## src/design/evkms_pkg.sv

```systemverilog
`default_nettype none
// ----------------------------------------------------------------------------
// evkms_pkg
// Shared constants, types and helpers for the event key match selector.
// ----------------------------------------------------------------------------
package evkms_pkg;

  localparam int unsigned TABLE_DEPTH = 256;
  localparam int unsigned ADDR_W      = (TABLE_DEPTH > 1) ? $clog2(TABLE_DEPTH) : 1;
  localparam int unsigned FILL_W      = $clog2(TABLE_DEPTH + 1);
  localparam int unsigned KEY_W       = 128;
  localparam int unsigned CNT_W       = 32;
  localparam int unsigned MATCH_W     = 2;

  localparam logic [MATCH_W-1:0] MATCH_MAX = 2'd3;
  localparam logic [MATCH_W-1:0] MATCH_SEL = 2'd1;
  localparam logic [CNT_W-1:0]   CNT_MAX   = '1;

  typedef enum logic {
    OP_LOAD  = 1'b0,
    OP_QUERY = 1'b1
  } evkms_op_e;

  typedef struct packed {
    logic               rd_en;
    logic [ADDR_W-1:0]  rd_addr;
    logic               key_we;
    logic               cnt_we;
    logic [ADDR_W-1:0]  wr_addr;
    logic [KEY_W-1:0]   wr_key;
    logic [MATCH_W-1:0] wr_cnt;
  } evkms_mem_req_t;

  typedef struct packed {
    logic             selected;
    logic             all_found;
    logic             table_full;
    logic [CNT_W-1:0] processed_count;
  } evkms_res_t;

  function automatic logic [CNT_W-1:0] sat_inc(input logic [CNT_W-1:0] v);
    return (v == CNT_MAX) ? v : v + CNT_W'(1);
  endfunction

endpackage
`default_nettype wire

```

## src/design/evkms_ctrl.sv

```systemverilog
`default_nettype none
// ----------------------------------------------------------------------------
// evkms_ctrl
// Request sequencer: linear table scan, read-modify-write of the match
// count, fill level and the target, selected and query counters.
// ----------------------------------------------------------------------------
module evkms_ctrl import evkms_pkg::*; (
  input  wire logic               clk_i,
  input  wire logic               rst_ni,
  input  wire logic               req_valid_i,
  output logic                    req_ready_o,
  input  wire logic               op_i,
  input  wire logic [KEY_W-1:0]   key_i,
  output evkms_mem_req_t          mem_o,
  input  wire logic [KEY_W-1:0]   key_rdata_i,
  input  wire logic [MATCH_W-1:0] cnt_rdata_i,
  output logic                    res_valid_o,
  input  wire logic               res_ready_i,
  output evkms_res_t              res_o
);

  localparam logic [1:0] S_IDLE = 2'd0;
  localparam logic [1:0] S_SCAN = 2'd1;
  localparam logic [1:0] S_UPD  = 2'd2;
  localparam logic [1:0] S_DONE = 2'd3;

  logic [1:0]         state_q, state_d;
  logic               op_q, op_d;
  logic [KEY_W-1:0]   key_q, key_d;
  logic [FILL_W-1:0]  scan_addr_q, scan_addr_d;
  logic               rd_vld_q, rd_vld_d;
  logic [ADDR_W-1:0]  rd_idx_q, rd_idx_d;
  logic               hit_q, hit_d;
  logic [ADDR_W-1:0]  hit_idx_q, hit_idx_d;
  logic [MATCH_W-1:0] hit_cnt_q, hit_cnt_d;
  logic [FILL_W-1:0]  fill_q, fill_d;
  logic [CNT_W-1:0]   target_q, target_d;
  logic [CNT_W-1:0]   sel_cnt_q, sel_cnt_d;
  logic [CNT_W-1:0]   query_q, query_d;
  logic [KEY_W-1:0]   last_key_q, last_key_d;
  logic               sel_q, sel_d;
  logic               full_q, full_d;

  logic               rd_en;
  logic               key_hit;
  logic               cnt_inc;
  logic [MATCH_W-1:0] new_cnt;

  assign rd_en   = (state_q == S_SCAN) && (scan_addr_q < fill_q);
  assign key_hit = rd_vld_q && (key_rdata_i == key_q);
  assign cnt_inc = (key_q != last_key_q) && (hit_cnt_q != MATCH_MAX);
  assign new_cnt = cnt_inc ? hit_cnt_q + MATCH_W'(1) : hit_cnt_q;

  always_comb begin
    state_d     = state_q;
    op_d        = op_q;
    key_d       = key_q;
    scan_addr_d = scan_addr_q;
    rd_vld_d    = 1'b0;
    rd_idx_d    = scan_addr_q[ADDR_W-1:0];
    hit_d       = hit_q;
    hit_idx_d   = hit_idx_q;
    hit_cnt_d   = hit_cnt_q;
    fill_d      = fill_q;
    target_d    = target_q;
    sel_cnt_d   = sel_cnt_q;
    query_d     = query_q;
    last_key_d  = last_key_q;
    sel_d       = sel_q;
    full_d      = full_q;

    mem_o         = '0;
    mem_o.rd_en   = rd_en;
    mem_o.rd_addr = scan_addr_q[ADDR_W-1:0];
    mem_o.wr_key  = key_q;

    unique case (state_q)
      S_IDLE: begin
        if (req_valid_i) begin
          op_d        = op_i;
          key_d       = key_i;
          scan_addr_d = '0;
          hit_d       = 1'b0;
          state_d     = (fill_q == '0) ? S_UPD : S_SCAN;
        end
      end
      S_SCAN: begin
        rd_vld_d = rd_en;
        if (rd_en) begin
          scan_addr_d = scan_addr_q + FILL_W'(1);
        end
        if (key_hit) begin
          hit_d     = 1'b1;
          hit_idx_d = rd_idx_q;
          hit_cnt_d = cnt_rdata_i;
          rd_vld_d  = 1'b0;
          state_d   = S_UPD;
        end else if (rd_vld_q && !rd_en) begin
          state_d = S_UPD;
        end
      end
      S_UPD: begin
        sel_d  = 1'b0;
        full_d = 1'b0;
        if (op_q == OP_LOAD) begin
          if (hit_q) begin
            mem_o.cnt_we  = 1'b1;
            mem_o.wr_addr = hit_idx_q;
            mem_o.wr_cnt  = '0;
            target_d      = sat_inc(target_q);
          end else if (fill_q != FILL_W'(TABLE_DEPTH)) begin
            mem_o.key_we  = 1'b1;
            mem_o.cnt_we  = 1'b1;
            mem_o.wr_addr = fill_q[ADDR_W-1:0];
            mem_o.wr_cnt  = '0;
            fill_d        = fill_q + FILL_W'(1);
            target_d      = sat_inc(target_q);
          end else begin
            full_d = 1'b1;
          end
        end else begin
          query_d = sat_inc(query_q);
          if (hit_q) begin
            mem_o.cnt_we  = 1'b1;
            mem_o.wr_addr = hit_idx_q;
            mem_o.wr_cnt  = new_cnt;
            last_key_d    = key_q;
            if (new_cnt == MATCH_SEL) begin
              sel_d     = 1'b1;
              sel_cnt_d = sat_inc(sel_cnt_q);
            end
          end
        end
        state_d = S_DONE;
      end
      S_DONE: begin
        if (res_ready_i) begin
          state_d = S_IDLE;
        end
      end
      default: state_d = S_IDLE;
    endcase
  end

  always_ff @(posedge clk_i or negedge rst_ni) begin
    if (!rst_ni) begin
      state_q     <= S_IDLE;
      scan_addr_q <= '0;
      rd_vld_q    <= 1'b0;
      hit_q       <= 1'b0;
      fill_q      <= '0;
      target_q    <= '0;
      sel_cnt_q   <= '0;
      query_q     <= '0;
      last_key_q  <= '0;
      op_q        <= OP_LOAD;
      sel_q       <= 1'b0;
      full_q      <= 1'b0;
    end else begin
      state_q     <= state_d;
      scan_addr_q <= scan_addr_d;
      rd_vld_q    <= rd_vld_d;
      hit_q       <= hit_d;
      fill_q      <= fill_d;
      target_q    <= target_d;
      sel_cnt_q   <= sel_cnt_d;
      query_q     <= query_d;
      last_key_q  <= last_key_d;
      op_q        <= op_d;
      sel_q       <= sel_d;
      full_q      <= full_d;
    end
  end

  always_ff @(posedge clk_i) begin
    key_q     <= key_d;
    rd_idx_q  <= rd_idx_d;
    hit_idx_q <= hit_idx_d;
    hit_cnt_q <= hit_cnt_d;
  end

  assign req_ready_o = (state_q == S_IDLE);
  assign res_valid_o = (state_q == S_DONE);

  always_comb begin
    res_o.selected        = sel_q;
    res_o.all_found       = (sel_cnt_q == target_q);
    res_o.table_full      = full_q;
    res_o.processed_count = query_q;
  end

endmodule
`default_nettype wire

```

## config.mk

```make
export PLATFORM = sky130hd
export DESIGN_NAME = evkms_ctrl
export DESIGN_NICKNAME = d
export VERILOG_FILES = /design/src/design/evkms_pkg.sv /design/src/design/evkms_ctrl.sv
export SDC_FILE = /design/constraint.sdc
export NUM_CORES = 1
export LEC_CHECK = 0
export ABC_CLOCK_PERIOD_IN_PS = 4800
export BUFFER_PORTS_ARGS = -buffer_cell sky130_fd_sc_hd__buf_2
export CORE_MARGIN = 2
export CORE_UTILIZATION = 54
export CTS_CLUSTER_SIZE = 40
export DETAILED_ROUTE_END_ITERATION = 12
export GPL_ROUTABILITY_DRIVEN = 0
export GPL_TIMING_DRIVEN = 0
export PLACE_DENSITY = 0.8
export RECOVER_POWER = 50
export SLEW_MARGIN = 10
export SYNTH_ARGS = -nofsm -noshare
export SYNTH_HDL_FRONTEND = slang
export SYNTH_SLANG_ARGS = --single-unit
```

## constraint.sdc

```tcl
create_clock -name clk_i -period 4.8 [get_ports clk_i]
set_input_delay 0 -clock clk_i [delete_from_list [all_inputs] [get_ports clk_i]]
set_output_delay 0 -clock clk_i [all_outputs]
set_load 0.02 [all_outputs]
```

==> impl_metrics.csv <==
group,metric,value,unit
logic_synthesis,synth-adder-area-share,1.279,%
finish,multi_input_area,7516,sq um
floorplan,core-area,33700,sq um
placement,io_buffers,448,
finish,design_area,24140,sq um
flow_run,cap_violations,1,
logic_synthesis,syn_inst,1534,
setup_path,cp.required,5.22,ns
worst_hold_path,hp-start,"key_rdata_i[80]",
worst_hold_path,hold_path_depth,7,
cts,cts_resized,0,
finish,layoutNonFillerInstCount,2655,
setup_path,reg2reg_slack,0.40,ns
setup_path,crit_path_start,"key_q[97]$_DFFE_PP_",
setup_path,rr_worst_depth,10,
cts,clkTransAtPathRegs,0.06,ns
worst_hold_path,hold_class,"in2reg",
logic_synthesis,synthSimpleGateAreaFrac,12.66,%
pwr,peakVddDrop,0.3738,mV
setup_path,path_class,"reg2reg",
finish,fillers,2348,
worst_hold_path,whs_endpoint,"rd_vld_q$_DFF_PN0_",
global_route,antenna_found_initial,9,
sta,fmax,0.2271,GHz
finish,area_delta_synth_final,29.88,%
cts,post_cts_buffers,0,
cts,clock-sinks,395,
run_status,status,"complete, but fails checks",
logic_synthesis,synth_top_family_by_area,"XOR/XNOR gates",
floorplan,initial_core_util,55.15,%
placement,dp.cells,2433,
finish,nets,2446,
finish,drive_above_1_share,24.80,%
floorplan,row_count,67,
pwr,power_density,402.9,nW/um^2
setup_path,critPathArrivalTime,4.83,ns
sta,post-route-period-util,91.73,%
logic_synthesis,synth.distinct_cells,56,
logic_synthesis,synth_compound_area_share,4.403,%
sta,min_period,4.403,ns
sta,rsz0062_at_grt,"no",
floorplan,io_pins,449,
setup_path,reg2reg_from,"key_q[97]$_DFFE_PP_",
placement,dp_slack,0.6538,ns
finish,seq_area,10540,sq um
route,routedWlPerCell,24.07,um
logic_synthesis,synth_edf_count,138,
cts,cts_buffers,42,
cts,root_buffer,"clkbuf_16",
sta,clock_skew,0.02510,ns
setup_path,start_kind,"flop",
global_route,grt_usage,35.13,%
global_route,grt_pass1_vias,15906,
pwr,p_leak,0.01139,uW
logic_synthesis,ys_seq_area_share,56.68,%
global_route,grt_start_max_net_pins,97,
logic_synthesis,synthXorXnorAreaFrac,15.60,%
setup_path,endpoint_kind,"flop",
setup_path,r2r-end,"sel_cnt_q[21]$_DFFE_PN0P_",
route,first_pass_iters,6,
sta,setup_viol,0,
floorplan,die_area,35920,sq um
logic_synthesis,avgSynthCellArea,12.12,sq um
run_status,violations,"capacitance limit, slew limit",
placement,hpwl,45.68,mm
global_route,overflow,0,
route,drt.antenna.violating_nets,0,
logic_synthesis,synth_fp_nets,1816,
route,drc_errors,0,
logic_synthesis,synthMuxAreaShare,6.503,%
logic_synthesis,synth-seq-cells,395,
logic_synthesis,synthesis.area,18590,sq um
floorplan,die_y,189.5,um
cts,htreeDepth,2,
route,vias,15594,
setup_path,cp_max_fo,10,
floorplan,die_w,189.5,um
finish,final_common_cell,"buf_2",
route,initialDrtViolationCount,1478,
sta,relSlewSlack,-142.6,%
cts,clock_latency,0.57,ns
sta,maxSlewViolCount,60,
placement,place_area,21490,sq um
route,drt-total-wl,63.91,mm
global_route,grt_pass1_wl,94.24,mm
finish,final_cell_mix,"348 x buf_2, 249 x dfrtp_1, 209 x xor2_1",
sta,hold_viol,0,
sta,fin_ws,0.3970,ns
cts,cts_tree,"built",
logic_synthesis,synth_top_flop_cell,"dfrtp_1",
logic_synthesis,async_flop_share,63.04,%
logic_synthesis,yosys_warnings,0,
sta,tightest_slew,3.639,ns
route,via_per_inst,5.873,
cts,cts_buffer_depth,3,
worst max path at each step:
stage / slack, ns / end
floorplan: 0.81 / key_q[0]$_DFFE_PP_
global placement: -0.77 / query_q[6]$_DFFE_PN0P_
detailed placement: 0.65 / sel_cnt_q[21]$_DFFE_PN0P_
CTS: 0.64 / sel_cnt_q[21]$_DFFE_PN0P_
global route: 0.16 / sel_cnt_q[11]$_DFFE_PN0P_
finish: 0.40 / sel_cnt_q[21]$_DFFE_PN0P_
layer usage:
| layer | wire length (um) | GRT usage (%) | up-vias |
|---|---|---|---|
| met5 | 9 | 0 | - |
| met4 | 3039 | 17.11 | 2 |
| met3 | 6159 | 7.340 | 224 |
| met2 | 30180 | 56.75 | 989 |
| met1 | 24530 | 45.40 | 7694 |
| li1 | - | - | 6685 |
sequential cells by signal, summed over array words and instances, names as in the netlist, 9 cells and up:
| signal | count |
|---|---|
| key_q | 128 |
| fill_q | 9 |
| last_key_q | 128 |
| query_q | 32 |
| target_q | 32 |
| sel_cnt_q | 32 |
| scan_addr_q | 9 |
metrics by stage:
step / TNS, ns / power (uW) / util, % / hold slack, ns
floorplan: 0 / 5346 / - / -0.2956
global placement: -218.29 / 6215 / 63.47 / 0.1764
detailed placement: 0 / 6253 / 63.76 / -0.02435
CTS: 0 / 9688 / 71.99 / 0.005206
global route: 0 / 10030 / 71.62 / 0.1411
finish: 0 / 9725 / 71.63 / 0.1319
cells in the mapped netlist, types with 16 or more instances:
cell	n	area, sq um
dfrtp_1	249	6231
xor2_1	209	1831
edfxtp_1	138	4144
xnor2_1	122	1069
mux2_2	102	1149
nand2_1	98	367.9
inv_1	88	330.3
nor4_1	68	425.4
nand4_1	66	412.9
nor2_1	45	168.9
o21ai_0	40	200.2
nand3_1	39	195.2
o22ai_1	24	150.1
nand2b_1	23	143.9
clkbuf_1	22	82.58
nor2b_1	21	131.4
ha_1	19	237.7
nor3_1	16	80.08
kinds of logic (layout without fill, tap and decap cells):
logic type / Yosys count / in the layout
adder cells (fa/ha/maj): 19 / 19
other: 0 / 9
multiplexers: 108 / 108
XOR/XNOR: 331 / 331
flip-flops: 395 / 395
AO/OA/AOI/OAI: 120 / 120
AND/OR/NAND/NOR: 431 / 431
buffers and inverters: 130 / 794
repair_timing:
| item | in CTS | in global routing |
|---|---|---|
| hold buffers | 135 | 0 |
| hold endpoints to repair | 383 | 0 |
| setup endpoints to repair | 0 | 0 |
power by group:
group          total (uW)  internal (uW)  switching, uW
Clock                3380           1980           1400
Sequential           4380           3860            519
Combinational        1960            735           1230
Total                9730           6580           3150
critical path: stages, from the launching register on:
cell and delay (ns):
edfxtp_1 0.48, xor2_1 0.18, nor4_1 0.72, nand4_1 0.28, nor4_1 0.91, a21oi_1 0.38, mux2i_1 0.23, buf_2 0.23
nor3_2 0.50, nand4_1 0.18, xnor2_1 0.16
final cells by class:
cell class	instances	share of cell area, %
multi-input cells	1009	31.13
flip-flops and latches	395	43.64
clock inverters	18	0.8811
plain buffers	42	0.8500
repair buffers	586	14.68
diodes	9	0.09329
inverters	88	1.389
clock buffers	60	5.007
well taps	448	2.322
Note: power is estimated with default switching activity, not from simulation.
