[config.mk]
export PLATFORM = sky130hd
export DESIGN_NAME = evkms_ram
export DESIGN_NICKNAME = d
export VERILOG_FILES = /design/src/design/evkms_ram.sv
export SDC_FILE = /design/constraint.sdc
export NUM_CORES = 1
export LEC_CHECK = 0
export BUFFER_PORTS_ARGS = -buffer_cell sky130_fd_sc_hd__buf_2
export CELL_PAD_IN_SITES_DETAIL_PLACEMENT = 1
export CELL_PAD_IN_SITES_GLOBAL_PLACEMENT = 1
export CORE_ASPECT_RATIO = 1.2
export CORE_UTILIZATION = 60
export CTS_BUF_LIST = sky130_fd_sc_hd__clkbuf_8
export CTS_CLUSTER_DIAMETER = 100
export DETAILED_ROUTE_END_ITERATION = 8
export PLACE_DENSITY_LB_ADDON = 0.1
export SETUP_SLACK_MARGIN = 0.1
export SLEW_MARGIN = 30
export SYNTH_ARGS = -nofsm -noshare
export SYNTH_HDL_FRONTEND = slang
export SYNTH_SLANG_ARGS = --single-unit
[constraint.sdc]
create_clock -name clk_i -period 4.8 [get_ports clk_i]
set_clock_uncertainty 0.15 [all_clocks]
set_input_delay 0.24 -clock clk_i [delete_from_list [all_inputs] [get_ports clk_i]]
set_output_delay 0.24 -clock clk_i [all_outputs]
set_load 0.005 [all_outputs]
[src/design/evkms_ram.sv]
`default_nettype none
// ----------------------------------------------------------------------------
// evkms_ram
// Generic simple dual-port RAM, one write and one registered read port.
// ----------------------------------------------------------------------------
module evkms_ram #(
  parameter int unsigned WIDTH = 8,
  parameter int unsigned DEPTH = 16,
  localparam int unsigned AW   = (DEPTH > 1) ? $clog2(DEPTH) : 1
) (
  input  wire logic             clk_i,
  input  wire logic             we_i,
  input  wire logic [AW-1:0]    waddr_i,
  input  wire logic [WIDTH-1:0] wdata_i,
  input  wire logic             re_i,
  input  wire logic [AW-1:0]    raddr_i,
  output logic      [WIDTH-1:0] rdata_o
);

  logic [WIDTH-1:0] mem_q [DEPTH];
  logic [WIDTH-1:0] rdata_q;

  always_ff @(posedge clk_i) begin
    if (we_i) begin
      mem_q[waddr_i] <= wdata_i;
    end
    if (re_i) begin
      rdata_q <= mem_q[raddr_i];
    end
  end

  assign rdata_o = rdata_q;

endmodule
`default_nettype wire

==> impl_metrics.json, run 1 <==
{
  "ys_seq_elements": 136,
  "synthesis.nets": 248,
  "clkTransAtPathRegs_ns": 0.07,
  "period_needed_ns": 1.72,
  "peakVddDrop_mv": 0.273,
  "worst_path_max_delay_cell": "mux4_1",
  "cts_setup_buffers": 0,
  "vias": 2382,
  "worstPathCellList": "buf_4 > mux4_1 > a22oi_1 > nand2_1",
  "finalMaxSlewViolations": 0,
  "core_um2": 8290,
  "start_util_pct": 63.1,
  "port_buffers": 26,
  "start_kind": "primary input",
  "hold_viol": 0,
  "grt_pass1_vias": 2478,
  "layout_worst_path_cycle_share_pct": 35.8,
  "worst_path_largest_cell_delay_ns": 0.63,
  "fin_nets": 285,
  "overflow": 0,
  "vias_per_cell": 6.11,
  "layout-drive-gt1-share_pct": 24.6,
  "drt-initial-drc-count": 144,
  "rsz0062_at_grt": "false",
  "netlist-cell-type-count": 18,
  "routed_wl_mm": 9.93,
  "grt_antenna_before_repair": 0,
  "grt_usage_pct": 24.8,
  "drc": 0,
  "relSlewSlack_pct": 35.4,
  "htree_num_levels": 4,
  "fmax_ghz": 0.581,
  "io_pins": 27,
  "die_y_um": 104,
  "cts_buffers": 17,
  "setup_viol": 0,
  "critical_path_arrival_ns": 1.75,
  "diodes": 0,
  "place_hpwl_mm": 6.48,
  "row_count": 36,
  "ys_seq_area_share_pct": 78.1,
  "yosys_warnings": 0,
  "crit_type": "primary input to flop",
  "min_path_type": "primary input to flop",
  "post_cts_resized": 0,
  "place_inst": 361,
  "leakage_nw": 1.89,
  "gp_congestion": 0.761,
  "fp.dieW_um": 87.2,
  "crit_path_end_kind": "flop",
  "area_growth_pct": 9.96,
  "wl_per_cell_um": 25.4,
  "avgSynthCellArea_um2": 22.8,
  "critPathMaxFanout": 32,
  "synthArstFlopShare_pct": 0,
  "final_cells": 390,
  "power_density_nw_per_um2": 385,
  "grt_max_degree": 33,
  "synth-edff-count": 136,
  "ctsRootBufferMaster": "clkbuf_8",
  "detail-route-antenna-nets": 0,
  "run_status": "completed",
  "worst_pin_slew_ns": 0.966,
  "synthFlopType": "edfxtp_1",
  "hold_buffers": 0,
  "clkLatencyLatePin_ns": 0.43,
  "cts.sinks": 136,
  "grt_pass1_wl_mm": 15.0,
  "drv_cap": 0,
  "fin_setup_tns_ns": 0,
  "clk_path_buf_depth": 2,
  "syn_area_um2": 5230,
  "dr.pass1.iters": 4,
  "synthCells": 229,
  "cts_tree": "yes",
  "die_area_um2": 9090,
  "cp.required_ns": 4.83
}
## worst paths after layout
| path | start | endpoint | slack [ns] | cells past startpoint |
|---|---|---|---|---|
| worst max-delay path | raddr_i[0] | rdata_o[5]$_DFFE_PP_ | 3.08 | 4 |
| worst min-delay path | wdata_i[1] | mem_q[12][1]$_DFFE_PP_ | 0.04 | 1 |
| worst max register to register | mem_q[9][2]$_DFFE_PP_ | rdata_o[2]$_DFFE_PP_ | 3.15 | 3 |
| worst min register to register | mem_q[6][6]$_DFFE_PP_ | rdata_o[6]$_DFFE_PP_ | 0.61 | 3 |
## kinds of logic after synthesis
kind of cell / after synthesis / share of synthesized area (%)
flops: 136 / 78.1
compound gates: 16 / 2.30
buf+inv: 10 / 1.65
mux: 32 / 14.8
simple gates: 35 / 3.14
## registers in the layout (all words and copies together), names as in the netlist
name / cells
mem_q: 128
rdata_o: 8
## cells in the final DEF, fill, tap and decap left out, drive strengths merged
master  count
a22oi      16
and2        1
and2b       1
buf        28
bufinv      1
clkbuf     17
clkinv      8
edfxtp    136
inv         3
mux4       32
nand2       9
nand2b      2
nand3       1
nand3b      2
nor2       13
nor2b       1
nor3        4
or3b        1
## critical path: cells and delay by family
kind / cells / cell delay, ns
multiplexers: 1 / 0.63
buffers and inverters: 1 / 0.48
AO/OA/AOI/OAI: 1 / 0.28
AND/OR/NAND/NOR: 1 / 0.10
## power breakdown
part           total [mW]  switching, mW  internal (mW)
clock network       0.755          0.375          0.380
logic               0.116         0.0692         0.0465
registers            1.35        0.00741           1.34
## cell type report
class	count	area, um2
flip-flops and latches	136	4080
fillers	712	2540
well taps	114	143
clock buffers	17	234
repair buffers	28	148
multi-input cells	83	1070
clock inverters	12	72.6
## cells in the mapped netlist, types with 2 or more instances
library cell / instances / area, um2
a22oi_1: 16 / 120
clkdlybuf4s25_2: 3 / 30.0
mux4_1: 14 / 368
buf_6: 3 / 33.8
nor3_1: 4 / 20.0
nand2b_1: 2 / 12.5
edfxtp_1: 136 / 4080
nand2_1: 9 / 33.8
mux4_2: 18 / 405
nand3b_1: 2 / 15.0
nor2_1: 13 / 48.8
buf_2: 3 / 15.0
## per-layer routing
metal / wire length (um) / GRT usage, %
met1: 4170 / 34.2
met2: 5110 / 39.7
met3: 525 / 5.24
met4: 123 / 8.78
met5: 0 / 0
## metrics by stage
stage	power (mW)	setup WS (ns)	utilization [%]	instance area, um2	hold slack (ns)
floorplan	1.44	2.92	-	5230	0.189
global placement	1.48	2.27	65.6	5440	0.464
detailed placement	1.49	2.60	65.7	5440	0.482
CTS	2.23	3.07	69.4	5750	0.0200
global route	2.28	3.01	69.4	5750	0.0221
finish	2.22	3.08	69.4	5750	0.0388
Power figures use the tool's default switching activity.
==> inputs of run 2 (changes only) <==
--- a/config.mk
+++ b/config.mk
@@ -5,11 +5,12 @@
 export SDC_FILE = /design/constraint.sdc
 export NUM_CORES = 1
 export LEC_CHECK = 0
+export ABC_AREA = 1
 export BUFFER_PORTS_ARGS = -buffer_cell sky130_fd_sc_hd__buf_2
 export CELL_PAD_IN_SITES_DETAIL_PLACEMENT = 1
 export CELL_PAD_IN_SITES_GLOBAL_PLACEMENT = 1
 export CORE_ASPECT_RATIO = 1.2
-export CORE_UTILIZATION = 60
+export CORE_UTILIZATION = 51
 export CTS_BUF_LIST = sky130_fd_sc_hd__clkbuf_8
 export CTS_CLUSTER_DIAMETER = 100
 export DETAILED_ROUTE_END_ITERATION = 8
==> constraint.sdc (replaced) <==
create_clock -name clk_i -period 1.8 [get_ports clk_i]
set_clock_uncertainty 0.15 [all_clocks]
set_input_delay 0.09 -clock clk_i [delete_from_list [all_inputs] [get_ports clk_i]]
set_output_delay 0.09 -clock clk_i [all_outputs]
set_load 0.005 [all_outputs]
==> run 2 against run 1 <==
  * Combinational power grew to 4.0 times the previous value
  * Synthesized area is 12% higher
  * First-iteration DRC count is 63% higher
  * Critical path type is now flop to flop
  * Hold slack better by 0.0093 ns
  * Non-clock buffer count is 32 higher
  * Worst setup slack worse by 2.7 ns
  * Die area is 31% higher
  * Utilization is 9.0 points lower
  * Largest power group unchanged
  * Cell count is 98% higher
  * Largest cell class unchanged
==> impl_metrics.json, run 2 <==
{
  "run_status": "completed",
  "clkTransAtPathRegs_ns": 0.07,
  "yosys-top-cells-area": "edfxtp_1 70%, nand2_1 11%, nand3_1 8.3%, inv_1 6.4%, buf_6 1.2%",
  "diodes": 0,
  "most-common-layout-cells": "173 x nand2_1, 136 x edfxtp_1, 101 x inv_1",
  "min_path_type": "primary input to flop",
  "avgSynthCellArea_um2": 10.6,
  "nFillCells": 1204,
  "seq_power_share_pct": 54.9,
  "vias_per_cell": 5.24,
  "dr.pass1.iters": 5,
  "synth_top_family_by_area": "simple AND/OR/NAND/NOR gates",
  "setup_viol": 0,
  "synth_compound_gate_area_share_pct": 0,
  "wl_per_cell_um": 19.2,
  "critPathMaxFanout": 1,
  "overflow": 0,
  "rrSetupSlack_ns": 0.42,
  "grt_usage_pct": 27.8,
  "rsz0062_at_grt": "false",
  "yosys_warnings": 0,
  "start_util_pct": 52.7,
  "fp.dieW_um": 99.7,
  "clkLatencyLatePin_ns": 0.43,
  "vias": 4048,
  "die_area_um2": 11900,
  "hold_buffers": 11,
  "grt_pass1_wl_mm": 23.8,
  "min_path_cells": 4,
  "regArea_um2": 4080,
  "relSlewSlack_pct": 58.2,
  "cp.required_ns": 1.83,
  "grt_antenna_before_repair": 0,
  "period_needed_ns": 1.38,
  "clk_path_buf_depth": 2,
  "p_sw_share_pct": 22.7,
  "cts_tree": "yes",
  "detail-route-antenna-nets": 0,
  "row_count": 42,
  "cts_setup_buffers": 0,
  "synthFlopType": "edfxtp_1",
  "synth_top_area_share_pct": 69.8,
  "layout_worst_path_cycle_share_pct": 76.7,
  "netlist-cell-type-count": 11,
  "finalPower_mw": 6.53,
  "fin_setup_tns_ns": 0,
  "gp_congestion": 0.803,
  "place_hpwl_mm": 9.51,
  "p_int_mw": 5.05,
  "clkPwrFrac_pct": 38.0,
  "ys_seq_elements": 136,
  "largest_register_ffs": 128,
  "min_to": "mem_q[3][2]$_DFFE_PP_",
  "regToRegStartpoint": "mem_q[5][3]$_DFFE_PP_",
  "fmax_ghz": 0.724,
  "synthArstFlopShare_pct": 0,
  "timing.hold.ws_ns": 0.0482,
  "multi_input_area_um2": 1210,
  "core_um2": 11100,
  "die_y_um": 119,
  "io_pins": 27,
  "leakage_nw": 2.89,
  "syn_area_um2": 5850,
  "power_density_nw_per_um2": 976,
  "final_common_cell": "nand2_1",
  "ys_seq_area_share_pct": 69.8,
  "crit_path_end_kind": "flop",
  "routed_wl_mm": 14.8,
  "yosysTopAreaCell": "edfxtp_1",
  "grt_max_degree": 39,
  "p_switching_mw": 1.48,
  "largest-register": "mem_q",
  "ctsRootBufferMaster": "clkbuf_8",
  "fin_nets": 625,
  "ys_top_cells_by_count": "173 x nand2_1, 136 x edfxtp_1, 100 x inv_1, 97 x nand3_1, 17 x nor2_1",
  "reg2reg_to": "rdata_o[3]$_DFFE_PP_",
  "area_growth_pct": 14.5,
  "synth_fa_ha_area_share_pct": 0,
  "cts.sinks": 136,
  "hold_viol": 0,
  "worst_pin_slew_ns": 0.626,
  "drv_cap": 0,
  "synth-edff-count": 136,
  "synth.area.mux_share_pct": 0,
  "drt-initial-drc-count": 234,
  "peakVddDrop_mv": 0.537,
  "utilization_pct": 60.4,
  "yosys.area_share.simple_pct": 20.8,
  "cts_buffers": 17,
  "layout-drive-gt1-share_pct": 12.9,
  "finalMaxSlewViolations": 0,
  "start_kind": "flop",
  "post_cts_resized": 0,
  "crit_type": "flop to flop",
  "ff2ff_path_depth": 6,
  "critical_path_arrival_ns": 1.41,
  "synthesis.nets": 570,
  "synth_xor_area_share_pct": 0,
  "port_buffers": 26,
  "synth_most_common_cell": "nand2_1",
  "grt_pass1_vias": 4393,
  "pwr-share-comb_pct": 7.1,
  "hp-start": "waddr_i[2]",
  "drc": 0,
  "htree_num_levels": 4,
  "synthCells": 551
}
-- run 2: cell types whose count changed in the layout (fill, tap and decap cells not counted), sizes merged, moves of 4 or more --
cell,delta
nand3,+96
dlygate4sd3,+11
mux4,-32
buf,+21
nand2,+164
clkinvlp,+4
nor3,-4
a22oi,-16
inv,+100
nor2,+4
-- run 2: worst max path at each step --
| stage | from | to | slack (ns) | depth (start not counted) |
|---|---|---|---|---|
| floorplan | waddr_i[2] | mem_q[10][0]$_DFFE_PP_ | 0.61 | 2 |
| global placement | raddr_i[0] | rdata_o[2]$_DFFE_PP_ | 0.23 | 7 |
| detailed placement | raddr_i[0] | rdata_o[3]$_DFFE_PP_ | 0.18 | 8 |
| CTS | mem_q[5][3]$_DFFE_PP_ | rdata_o[3]$_DFFE_PP_ | 0.43 | 6 |
| global route | mem_q[11][5]$_DFFE_PP_ | rdata_o[5]$_DFFE_PP_ | 0.37 | 6 |
| finish | mem_q[5][3]$_DFFE_PP_ | rdata_o[3]$_DFFE_PP_ | 0.42 | 6 |
-- run 2: routing by layer --
layer  track usage, %  vias up  routed length [um]
met5                0        -                   0
met4             11.2        0                 297
met3             4.93       19                 680
met2             47.5      133                7790
met1             34.9     2006                6080
li1                 -     1890                   -
-- run 2: area by class of cell --
type | count | area share [%]
Inverter | 102 | 5.72
Tap cell | 154 | 2.88
Clock inverter | 14 | 2.39
Timing Repair Buffer | 60 | 6.36
Sequential cell | 136 | 61.0
Clock buffer | 17 | 3.50
Multi-Input combinational cell | 289 | 18.1
-- run 2: cells by family (layout without fill, tap and decap cells) --
kind of cell,count (synthesis),in the layout
AND/OR/NAND/NOR,289,289
flip-flops,136,136
buffers and inverters,126,193
-- run 2: worst max-delay path, cell delays in order (launching register included) --
cell and delay (ns):
edfxtp_1 0.37, inv_1 0.07, nand2_1 0.05, nand3_1 0.13, nand3_1 0.17, nand3_1 0.13
nand2_1 0.06
-- run 2: through the flow --
stage / cells / setup slack [ns] / area (um2)
after detailed placement: 730 / 0.184 / 6190
after global routing: 772 / 0.373 / 6690
after floorplan: 551 / 0.609 / 5850
final: 772 / 0.419 / 6690
after global placement: 730 / 0.231 / 6190
after CTS: 772 / 0.429 / 6690
-- run 2: power by group through the flow --
| stage | Combinational (mW) | Sequential (mW) | Clock (mW) |
|---|---|---|---|
| finish | 0.467 | 3.59 | 2.48 |
| global route | 0.517 | 3.59 | 2.64 |
| CTS | 0.471 | 3.59 | 2.54 |
| detailed placement | 0.447 | 3.66 | 0 |
| global placement | 0.427 | 3.65 | 0 |
| floorplan | 0.250 | 3.65 | 0 |
